$ cat src/hdl/fir_pkg.sv
// shared constants, codes and controller/datapath interface types for the q15 fir filter
package fir_pkg;

  localparam int TAPS     = 81;
  localparam int ADDR_W   = (TAPS > 1) ? $clog2(TAPS) : 1;
  localparam int DATA_W   = 16;
  localparam int IDX_W    = 7;
  localparam int PROD_W   = 2 * DATA_W;
  localparam int ACC_W    = PROD_W + ADDR_W;
  localparam int FRAC_W   = 15;
  localparam int Q_W      = ACC_W - FRAC_W;
  localparam int FUNC_W   = 2;
  localparam int TDATA_W  = ((IDX_W + 2 * DATA_W + 7) / 8) * 8;

  // tdata field positions
  localparam int IDX_LSB    = 0;
  localparam int COEFF_LSB  = IDX_LSB + IDX_W;
  localparam int SAMPLE_LSB = COEFF_LSB + DATA_W;

  typedef enum logic [FUNC_W-1:0] {
    FUNC_LOAD   = 2'd0,
    FUNC_SAMPLE = 2'd1,
    FUNC_CLEAR  = 2'd2
  } fir_func_t;

  typedef struct packed {
    logic load;       // write one coefficient
    logic sample_wr;  // store newest sample, start a new sum
    logic clear;      // drop delay line history and position
    logic step;       // issue one tap read pair
    logic abs_en;     // capture accumulator magnitude and sign
    logic emit;       // round, saturate and load the output word
  } fir_cmd_t;

  typedef struct packed {
    logic last;       // final tap being issued
    logic busy;       // reads or products still in flight
    logic out_free;   // output register can take a word
  } fir_sts_t;

endpackage

$ cat src/hdl/fir_q15_filter.sv
// top level of the direct-form q15 fir filter
//
//  channel | dir | tdata                                        | tuser
//  s_axis  | in  | coeff_index, coeff_value, sample             | func
//  m_axis  | out | filtered                                     | -
//
// a coefficient load or a clear word leaves the block ready again in the next cycle
// a sample word runs one multiply-accumulate per tap, bounded by the single read port
//   of each tap and delay memory, then pipeline drain, magnitude capture and the
//   rounding/output step; no new word is taken until that step is done
// sync reset zeroes all taps and history at once through per-entry valid bits, no sweep
// a stalled output word holds; a finished sum waits in the emit step until the output frees
module fir_q15_filter (
  input  logic                         clk,
  input  logic                         rst,
  input  logic                         s_axis_tvalid,
  output logic                         s_axis_tready,
  // [6:0] coeff_index, [22:7] coeff_value, [38:23] sample, [39] zero
  input  logic [fir_pkg::TDATA_W-1:0]  s_axis_tdata,
  // [1:0] func: load coefficient, filter sample, clear delay line
  input  logic [fir_pkg::FUNC_W-1:0]   s_axis_tuser,
  output logic                         m_axis_tvalid,
  input  logic                         m_axis_tready,
  // [15:0] filtered
  output logic [fir_pkg::DATA_W-1:0]   m_axis_tdata
);

  fir_pkg::fir_cmd_t cmd;
  fir_pkg::fir_sts_t sts;

  // controller owns the handshake and the per-item sequence
  fir_ctrl u_ctrl (
    .clk      (clk),
    .rst      (rst),
    .s_tvalid (s_axis_tvalid),
    .s_tready (s_axis_tready),
    .s_tuser  (s_axis_tuser),
    .cmd      (cmd),
    .sts      (sts)
  );

  // datapath holds memories, mac pipe and the output word register
  fir_datapath u_dp (
    .clk      (clk),
    .rst      (rst),
    .cmd      (cmd),
    .sts      (sts),
    .in_tdata (s_axis_tdata),
    .m_tvalid (m_axis_tvalid),
    .m_tready (m_axis_tready),
    .m_tdata  (m_axis_tdata)
  );

endmodule

$ cat src/hdl/fir_ram.sv
// generic single write port, single read port ram with registered read
module fir_ram #(
  parameter int WIDTH = 16,
  parameter int DEPTH = 81
) (
  input  logic                             clk,
  input  logic                             we,
  input  logic [$clog2(DEPTH > 1 ? DEPTH : 2)-1:0] waddr,
  input  logic [WIDTH-1:0]                 wdata,
  input  logic                             re,
  input  logic [$clog2(DEPTH > 1 ? DEPTH : 2)-1:0] raddr,
  output logic [WIDTH-1:0]                 rdata
);

  logic [WIDTH-1:0] mem [DEPTH];

  always_ff @(posedge clk) begin
    if (we) begin
      mem[waddr] <= wdata;
    end
    if (re) begin
      rdata <= mem[raddr];
    end
  end

endmodule

$ cat src/hdl/fir_datapath.sv
// fir datapath: tap and delay memories, multiply-accumulate, rounding and output register
module fir_datapath (
  input  logic                          clk,
  input  logic                          rst,
  input  fir_pkg::fir_cmd_t             cmd,
  output fir_pkg::fir_sts_t             sts,
  input  logic [fir_pkg::TDATA_W-1:0]   in_tdata,
  output logic                          m_tvalid,
  input  logic                          m_tready,
  output logic [fir_pkg::DATA_W-1:0]    m_tdata
);

  logic [fir_pkg::IDX_W-1:0]         coeff_index;
  logic [fir_pkg::DATA_W-1:0]        coeff_value;
  logic [fir_pkg::DATA_W-1:0]        sample;
  logic                              idx_ok;

  logic [fir_pkg::TAPS-1:0]          tap_valid;
  logic [fir_pkg::TAPS-1:0]          dly_valid;
  logic [fir_pkg::ADDR_W-1:0]        wpos;
  logic [fir_pkg::ADDR_W-1:0]        k;
  logic [fir_pkg::ADDR_W-1:0]        p;

  logic                              rd_v;
  logic                              prod_v;
  logic                              tap_vq;
  logic                              dly_vq;
  logic [fir_pkg::DATA_W-1:0]        tap_rdata;
  logic [fir_pkg::DATA_W-1:0]        dly_rdata;
  logic signed [fir_pkg::DATA_W-1:0] tap_m;
  logic signed [fir_pkg::DATA_W-1:0] dly_m;
  logic signed [fir_pkg::PROD_W-1:0] prod;
  logic signed [fir_pkg::ACC_W-1:0]  acc;
  logic [fir_pkg::ACC_W-1:0]         mag;
  logic                              neg;
  logic [fir_pkg::ACC_W-1:0]         mag_rnd;
  logic [fir_pkg::Q_W-1:0]           q;
  logic [fir_pkg::DATA_W-1:0]        sat;

  assign coeff_index = in_tdata[fir_pkg::IDX_LSB +: fir_pkg::IDX_W];
  assign coeff_value = in_tdata[fir_pkg::COEFF_LSB +: fir_pkg::DATA_W];
  assign sample      = in_tdata[fir_pkg::SAMPLE_LSB +: fir_pkg::DATA_W];
  assign idx_ok      = 32'(coeff_index) < fir_pkg::TAPS;

  fir_ram #(
    .WIDTH (fir_pkg::DATA_W),
    .DEPTH (fir_pkg::TAPS)
  ) u_tap_ram (
    .clk   (clk),
    .we    (cmd.load && idx_ok),
    .waddr (fir_pkg::ADDR_W'(coeff_index)),
    .wdata (coeff_value),
    .re    (cmd.step),
    .raddr (k),
    .rdata (tap_rdata)
  );

  fir_ram #(
    .WIDTH (fir_pkg::DATA_W),
    .DEPTH (fir_pkg::TAPS)
  ) u_dly_ram (
    .clk   (clk),
    .we    (cmd.sample_wr),
    .waddr (wpos),
    .wdata (sample),
    .re    (cmd.step),
    .raddr (p),
    .rdata (dly_rdata)
  );

  // entries never written read as zero
  always_ff @(posedge clk) begin
    if (rst) begin
      tap_valid <= '0;
      dly_valid <= '0;
      wpos      <= '0;
    end else begin
      if (cmd.load && idx_ok) begin
        tap_valid[fir_pkg::ADDR_W'(coeff_index)] <= 1'b1;
      end
      if (cmd.clear) begin
        dly_valid <= '0;
        wpos      <= '0;
      end else begin
        if (cmd.sample_wr) begin
          dly_valid[wpos] <= 1'b1;
        end
        if (cmd.emit) begin
          wpos <= (32'(wpos) == fir_pkg::TAPS - 1) ? '0 : wpos + 1'b1;
        end
      end
    end
  end

  // tap counter walking forward from tap 0, delay pointer walking backward from the newest sample
  always_ff @(posedge clk) begin
    if (cmd.sample_wr) begin
      k <= '0;
      p <= wpos;
    end else if (cmd.step) begin
      k <= k + 1'b1;
      p <= (p == '0) ? fir_pkg::ADDR_W'(fir_pkg::TAPS - 1) : p - 1'b1;
    end
    if (cmd.step) begin
      tap_vq <= tap_valid[k];
      dly_vq <= dly_valid[p];
    end
  end

  always_ff @(posedge clk) begin
    if (rst) begin
      rd_v   <= 1'b0;
      prod_v <= 1'b0;
    end else begin
      rd_v   <= cmd.step;
      prod_v <= rd_v;
    end
  end

  assign tap_m = tap_vq ? $signed(tap_rdata) : '0;
  assign dly_m = dly_vq ? $signed(dly_rdata) : '0;

  always_ff @(posedge clk) begin
    prod <= tap_m * dly_m;
    if (cmd.sample_wr) begin
      acc <= '0;
    end else if (prod_v) begin
      acc <= acc + fir_pkg::ACC_W'(prod);
    end
    if (cmd.abs_en) begin
      neg <= acc[fir_pkg::ACC_W-1];
      mag <= acc[fir_pkg::ACC_W-1] ? fir_pkg::ACC_W'(-acc) : fir_pkg::ACC_W'(acc);
    end
  end

  // round half away from zero on the magnitude, then saturate
  assign mag_rnd = mag + (fir_pkg::ACC_W'(1) << (fir_pkg::FRAC_W - 1));
  assign q       = mag_rnd[fir_pkg::ACC_W-1:fir_pkg::FRAC_W];

  always_comb begin
    if (neg) begin
      if (q > fir_pkg::Q_W'(32768)) begin
        sat = 16'h8000;
      end else begin
        sat = fir_pkg::DATA_W'(-q);
      end
    end else begin
      if (q > fir_pkg::Q_W'(32767)) begin
        sat = 16'h7fff;
      end else begin
        sat = q[fir_pkg::DATA_W-1:0];
      end
    end
  end

  always_ff @(posedge clk) begin
    if (rst) begin
      m_tvalid <= 1'b0;
    end else if (cmd.emit) begin
      m_tvalid <= 1'b1;
    end else if (m_tready) begin
      m_tvalid <= 1'b0;
    end
    if (cmd.emit) begin
      m_tdata <= sat;
    end
  end

  assign sts.last     = 32'(k) == fir_pkg::TAPS - 1;
  assign sts.busy     = rd_v | prod_v;
  assign sts.out_free = !m_tvalid || m_tready;

endmodule

$ cat src/hdl/fir_ctrl.sv
// fir controller: sequences load, clear and the per-sample multiply-accumulate pass
module fir_ctrl (
  input  logic                        clk,
  input  logic                        rst,
  input  logic                        s_tvalid,
  output logic                        s_tready,
  input  logic [fir_pkg::FUNC_W-1:0]  s_tuser,
  output fir_pkg::fir_cmd_t           cmd,
  input  fir_pkg::fir_sts_t           sts
);

  typedef enum logic [3:0] {
    S_IDLE  = 4'b0001,
    S_MAC   = 4'b0010,
    S_DRAIN = 4'b0100,
    S_EMIT  = 4'b1000
  } state_t;

  state_t state;
  state_t state_next;

  always_ff @(posedge clk) begin
    if (rst) begin
      state <= S_IDLE;
    end else begin
      state <= state_next;
    end
  end

  assign s_tready = state == S_IDLE;

  always_comb begin
    cmd        = '0;
    state_next = state;
    unique case (state)
      S_IDLE: begin
        if (s_tvalid) begin
          unique case (s_tuser)
            fir_pkg::FUNC_LOAD: begin
              cmd.load = 1'b1;
            end
            fir_pkg::FUNC_SAMPLE: begin
              cmd.sample_wr = 1'b1;
              state_next    = S_MAC;
            end
            fir_pkg::FUNC_CLEAR: begin
              cmd.clear = 1'b1;
            end
            default: begin
            end
          endcase
        end
      end
      S_MAC: begin
        cmd.step = 1'b1;
        if (sts.last) begin
          state_next = S_DRAIN;
        end
      end
      S_DRAIN: begin
        // wait for the last product to land in the accumulator
        if (!sts.busy) begin
          cmd.abs_en = 1'b1;
          state_next = S_EMIT;
        end
      end
      S_EMIT: begin
        if (sts.out_free) begin
          cmd.emit   = 1'b1;
          state_next = S_IDLE;
        end
      end
      default: begin
        state_next = S_IDLE;
      end
    endcase
  end

endmodule

$ cat config.mk
export PLATFORM = sky130hd
export DESIGN_NAME = fir_q15_filter
export DESIGN_NICKNAME = d
export VERILOG_FILES = /design/src/hdl/fir_pkg.sv /design/src/hdl/fir_q15_filter.sv /design/src/hdl/fir_ram.sv /design/src/hdl/fir_datapath.sv /design/src/hdl/fir_ctrl.sv
export SDC_FILE = /design/constraint.sdc
export NUM_CORES = 2
export LEC_CHECK = 0
export BUFFER_PORTS_ARGS = -buffer_cell sky130_fd_sc_hd__clkbuf_2
export CAP_MARGIN = 20
export CORE_MARGIN = 5
export CORE_UTILIZATION = 52
export CTS_CLUSTER_SIZE = 8
export DETAILED_ROUTE_END_ITERATION = 12
export GPL_TIMING_DRIVEN = 0
export PLACE_DENSITY = 0.77
export SYNTH_ARGS = -nofsm -noshare
export SYNTH_HDL_FRONTEND = slang
export SYNTH_SLANG_ARGS = --single-unit
$ cat constraint.sdc
create_clock -name clk -period 7.5 [get_ports clk]
set_input_delay 1.5 -clock clk [delete_from_list [all_inputs] [get_ports clk]]
set_output_delay 1.5 -clock clk [all_outputs]
set_load 0.05 [all_outputs]
==> reports/summary.txt <==
Status -> finished, final reports clean
CP Buf/Inv Count -> 5
Unique cell type count in the Yosys netlist -> 74
PwrDens -> 254 nW/µm²
Fill count -> 15,828
Post-route cell area -> 143,000 µm²
First drt pass iteration count -> 8
Clk slew on worst S/H paths -> 0.05 ns
WHS Path Cells -> 0
GPL Wtd Cong -> 0.945
Tot GR Track Use -> 26.5%
Setup Viol. Count Final -> 0
Longest Clk Path Bufs -> 4
Comb power frac -> 4.2%
Syn_nets -> 6,928
Tcrit/Tclk final -> 95.0%
Max_cap viols -> 0
CP Capture Type -> register
Final wirelength -> 331 mm
Cells after Synth -> 6,491
Peak supply drop -> 0.291 mV
RSZ-0062 raised after global routing -> true
CORE AREA -> 237,000 µm²
Final worst clock skew -> 0.0936 ns
Port Buf Inserts -> 58
P_sw -> 7.66 mW
Remaining antenna violation count after routing -> 0
Max H-tree Level -> 5
Vias per cell -> 6.42
CP arrival -> 7.94 ns
Register Area -> 85,400 µm²
Fin. Hold Viols -> 0
Yosys top cell area share -> 65.0%
Die Y -> 497 µm
Post-synth EDFFs -> 2,675
Met2 Usage GRT -> 42.4%
Crit Path Max Fanout -> 10
Final-stage net count -> 7,598
Internal power -> 28.6 mW
I/O pin cnt -> 64
Most common cell on crit path -> fa_1
DP HPWL -> 202 mm
Busiest grt layer -> met2
Ys flop type -> edfxtp_1
Yosys top cell by area -> edfxtp_1
Async SR Flop Fraction -> 0%
CP Launch Type -> register
Core Rows -> 179
Worst EP required -> 8.32 ns
Worst-margin pin slew -> 1.32 ns
Worst Setup Path Type -> register to register
Sequential element share of the synthesized area -> 69.2%
Most common library cell in the layout ignoring fill and taps -> edfxtp_1
Sequential group share of total power -> 49.3%
Stages on the worst setup path -> 24
Antenna violations before repair -> 32
Hold Buf Count CTS -> 0
Num CTS Buffers -> 417
Layout cells sized above 1 -> 24.5%
CP cell instances -> clkbuf_2 -> and2_1 -> clkbuf_1 -> nand2_1 -> fa_1 -> inv_1 -> fa_1 -> fa_1 -> fa_1 -> fa_1 -> inv_1 -> fa_1 -> inv_1 -> ha_1 -> a21o_1 -> a21o_1 -> a21o_1 -> and2_1 -> a2111oi_1 -> o21ai_0 -> o21ai_0 -> nand2b_1 -> a21oi_1 -> xnor2_1
Worst slack, placed -> -0.0420 ns
Seq cells post-synth -> 2,929
FF-to-FF path depth -> 24
Initial Utilization -> 52.1%
Clock Power Share -> 46.5%
R2r setup slk -> 0.37 ns
GRT overflow -> 0
Clock latency on the worst-skew pair -> 0.99 ns
Worst slew margin -> 11.9%
Hold Crit Class -> register to register
DR iter-0 viols -> 9,245
Leakage -> 47.0 nW
P&R area growth vs syn -> 15.7%
TritonCTS clock tree -> done
Slowest CP cell -> fa_1
Vias in the first global route -> 69,493
Multi-input logic area -> 36,100 µm²
CTS root buffer -> clkbuf_16
Fraction of power spent switching nets -> 21.1%
Die W -> 497 µm
Die ar. -> 247,000 µm²
Setup repair bufs after CTS -> 0
Pin count of the biggest net entering global routing -> 82
Syn avg cell area -> 19.0 µm²
Grt met3 use -> 7.12%
Met1 Use GR -> 34.0%
Most frequent cells in the layout -> 2,675 x edfxtp_1, 883 x mux4_2, 423 x clkbuf_16
Final Max Slew Viols -> 0
Tmin final -> 7.13 ns
Delay-heaviest family, CP -> adder cells
Placed cell area -> 131,000 µm²
Clock sinks -> 2,929
Setup slack after layout -> 0.374 ns
Synth Cell Area -> 124,000 µm²
Synth warnings -> 0
Slowest cell delay on critical path -> 0.58 ns
Most area-consuming cells after synthesis -> edfxtp_1 65%, mux4_2 16%, fa_1 4.3%, dfxtp_1 4.1%, nor2_1 1.7%
WL/cell -> 31.5 µm
First-pass GRT wire length -> 481 mm
FMAX -> 0.140 GHz
Routed via count -> 67,650
# DRC -> 0
==> synthesized netlist by cell type, types with 26 or more instances <==
| cell type | number |
|---|---|
| edfxtp_1 | 2675 |
| mux4_2 | 883 |
| nor2_1 | 551 |
| inv_1 | 338 |
| nand2_1 | 272 |
| fa_1 | 263 |
| dfxtp_1 | 254 |
| clkbuf_1 | 213 |
| ha_1 | 128 |
| a21oi_1 | 100 |
| o21a_1 | 95 |
| xnor2_1 | 87 |
| buf_1 | 86 |
| o21ai_0 | 78 |
| mux2i_1 | 62 |
| nand3_1 | 50 |
| xor2_1 | 38 |
| and2_1 | 28 |
| nor3_1 | 26 |
==> registers in the layout, indices dropped and copies added, names as in the netlist, 16 cells and up <==
name	cells
u_dp.u_dly_ram.mem	1296
u_dp.u_tap_ram.mem	1296
u_dp.dly_valid	81
u_dp.tap_valid	81
u_dp.acc	39
u_dp.prod	32
u_dp.mag	25
u_dp.m_tdata	16
u_dp.u_dly_ram.rdata	16
u_dp.u_tap_ram.rdata	16
==> through the flow <==
step | hold slack, ns | total power [mW] | setup TNS, ns | instances | utilization [%]
2_1_floorplan | 0.406 | 19.0 | 0 | 6491 | -
3_3_place_gp | 0.441 | 19.6 | 0 | 9716 | 53.9
3_5_place_dp | 0.428 | 19.6 | -0.0420 | 9885 | 55.2
4_1_cts | 0.437 | 36.3 | 0 | 10492 | 60.0
5_1_grt | 0.454 | 37.2 | -0.00593 | 10523 | 60.2
6_report | 0.436 | 36.3 | 0 | 10535 | 60.3
==> routing by layer <==
metal | part of all wire [%] | routed length (µm)
met4 | 5.6 | 18700
met2 | 48 | 160000
met3 | 11 | 37500
met1 | 35 | 115000
met5 | 0.029 | 96
==> timing repair <==
action / 4_1_cts / 5_1_grt
endpoints found under the hold margin: 0 / 0
gates resized for setup: 1 / 36
pin swaps: 0 / 0
setup endpoints to repair: 2 / 8
==> area by class of cell <==
| cell class | instances | share of cell area, % |
|---|---|---|
| Tap cell | 3167 | 2.77 |
| Inverter | 342 | 0.898 |
| Antenna cell | 17 | 0.0298 |
| Sequential cell | 2929 | 59.8 |
| Clock inverter | 11 | 0.123 |
| Clock buffer | 598 | 7.87 |
| Multi-Input combinational cell | 2917 | 25.3 |
| Timing Repair Buffer | 258 | 2.48 |
| Buffer | 296 | 0.793 |
==> power groups by stage <==
stage | registers [mW] | clock network, mW | logic, mW
2_1_floorplan | 18.2 | 0 | 0.783
3_3_place_gp | 18.2 | 0 | 1.38
3_5_place_dp | 18.2 | 0 | 1.45
4_1_cts | 17.9 | 17.0 | 1.48
5_1_grt | 17.8 | 17.8 | 1.60
6_report | 17.9 | 16.9 | 1.54
==> final timing paths <==
check                from             to
max           u_dp.dly_vq  u_dp.prod[29]
min          u_dp.acc[38]       u_dp.neg
max reg2reg   u_dp.dly_vq  u_dp.prod[29]
min reg2reg  u_dp.acc[38]       u_dp.neg
==> logic make-up after synthesis <==
logic type,count (synthesis),synth area share [%]
buffers and inverters,645,1.96
adders and majority gates,391,5.56
muxes,947,16.6
and+or+nand+nor,1056,3.68
DFF,2929,69.2
xor gates and xnor gates,125,0.886
AOI/OAI and AO/OA,398,2.13
Power figures use the tool's default switching activity.
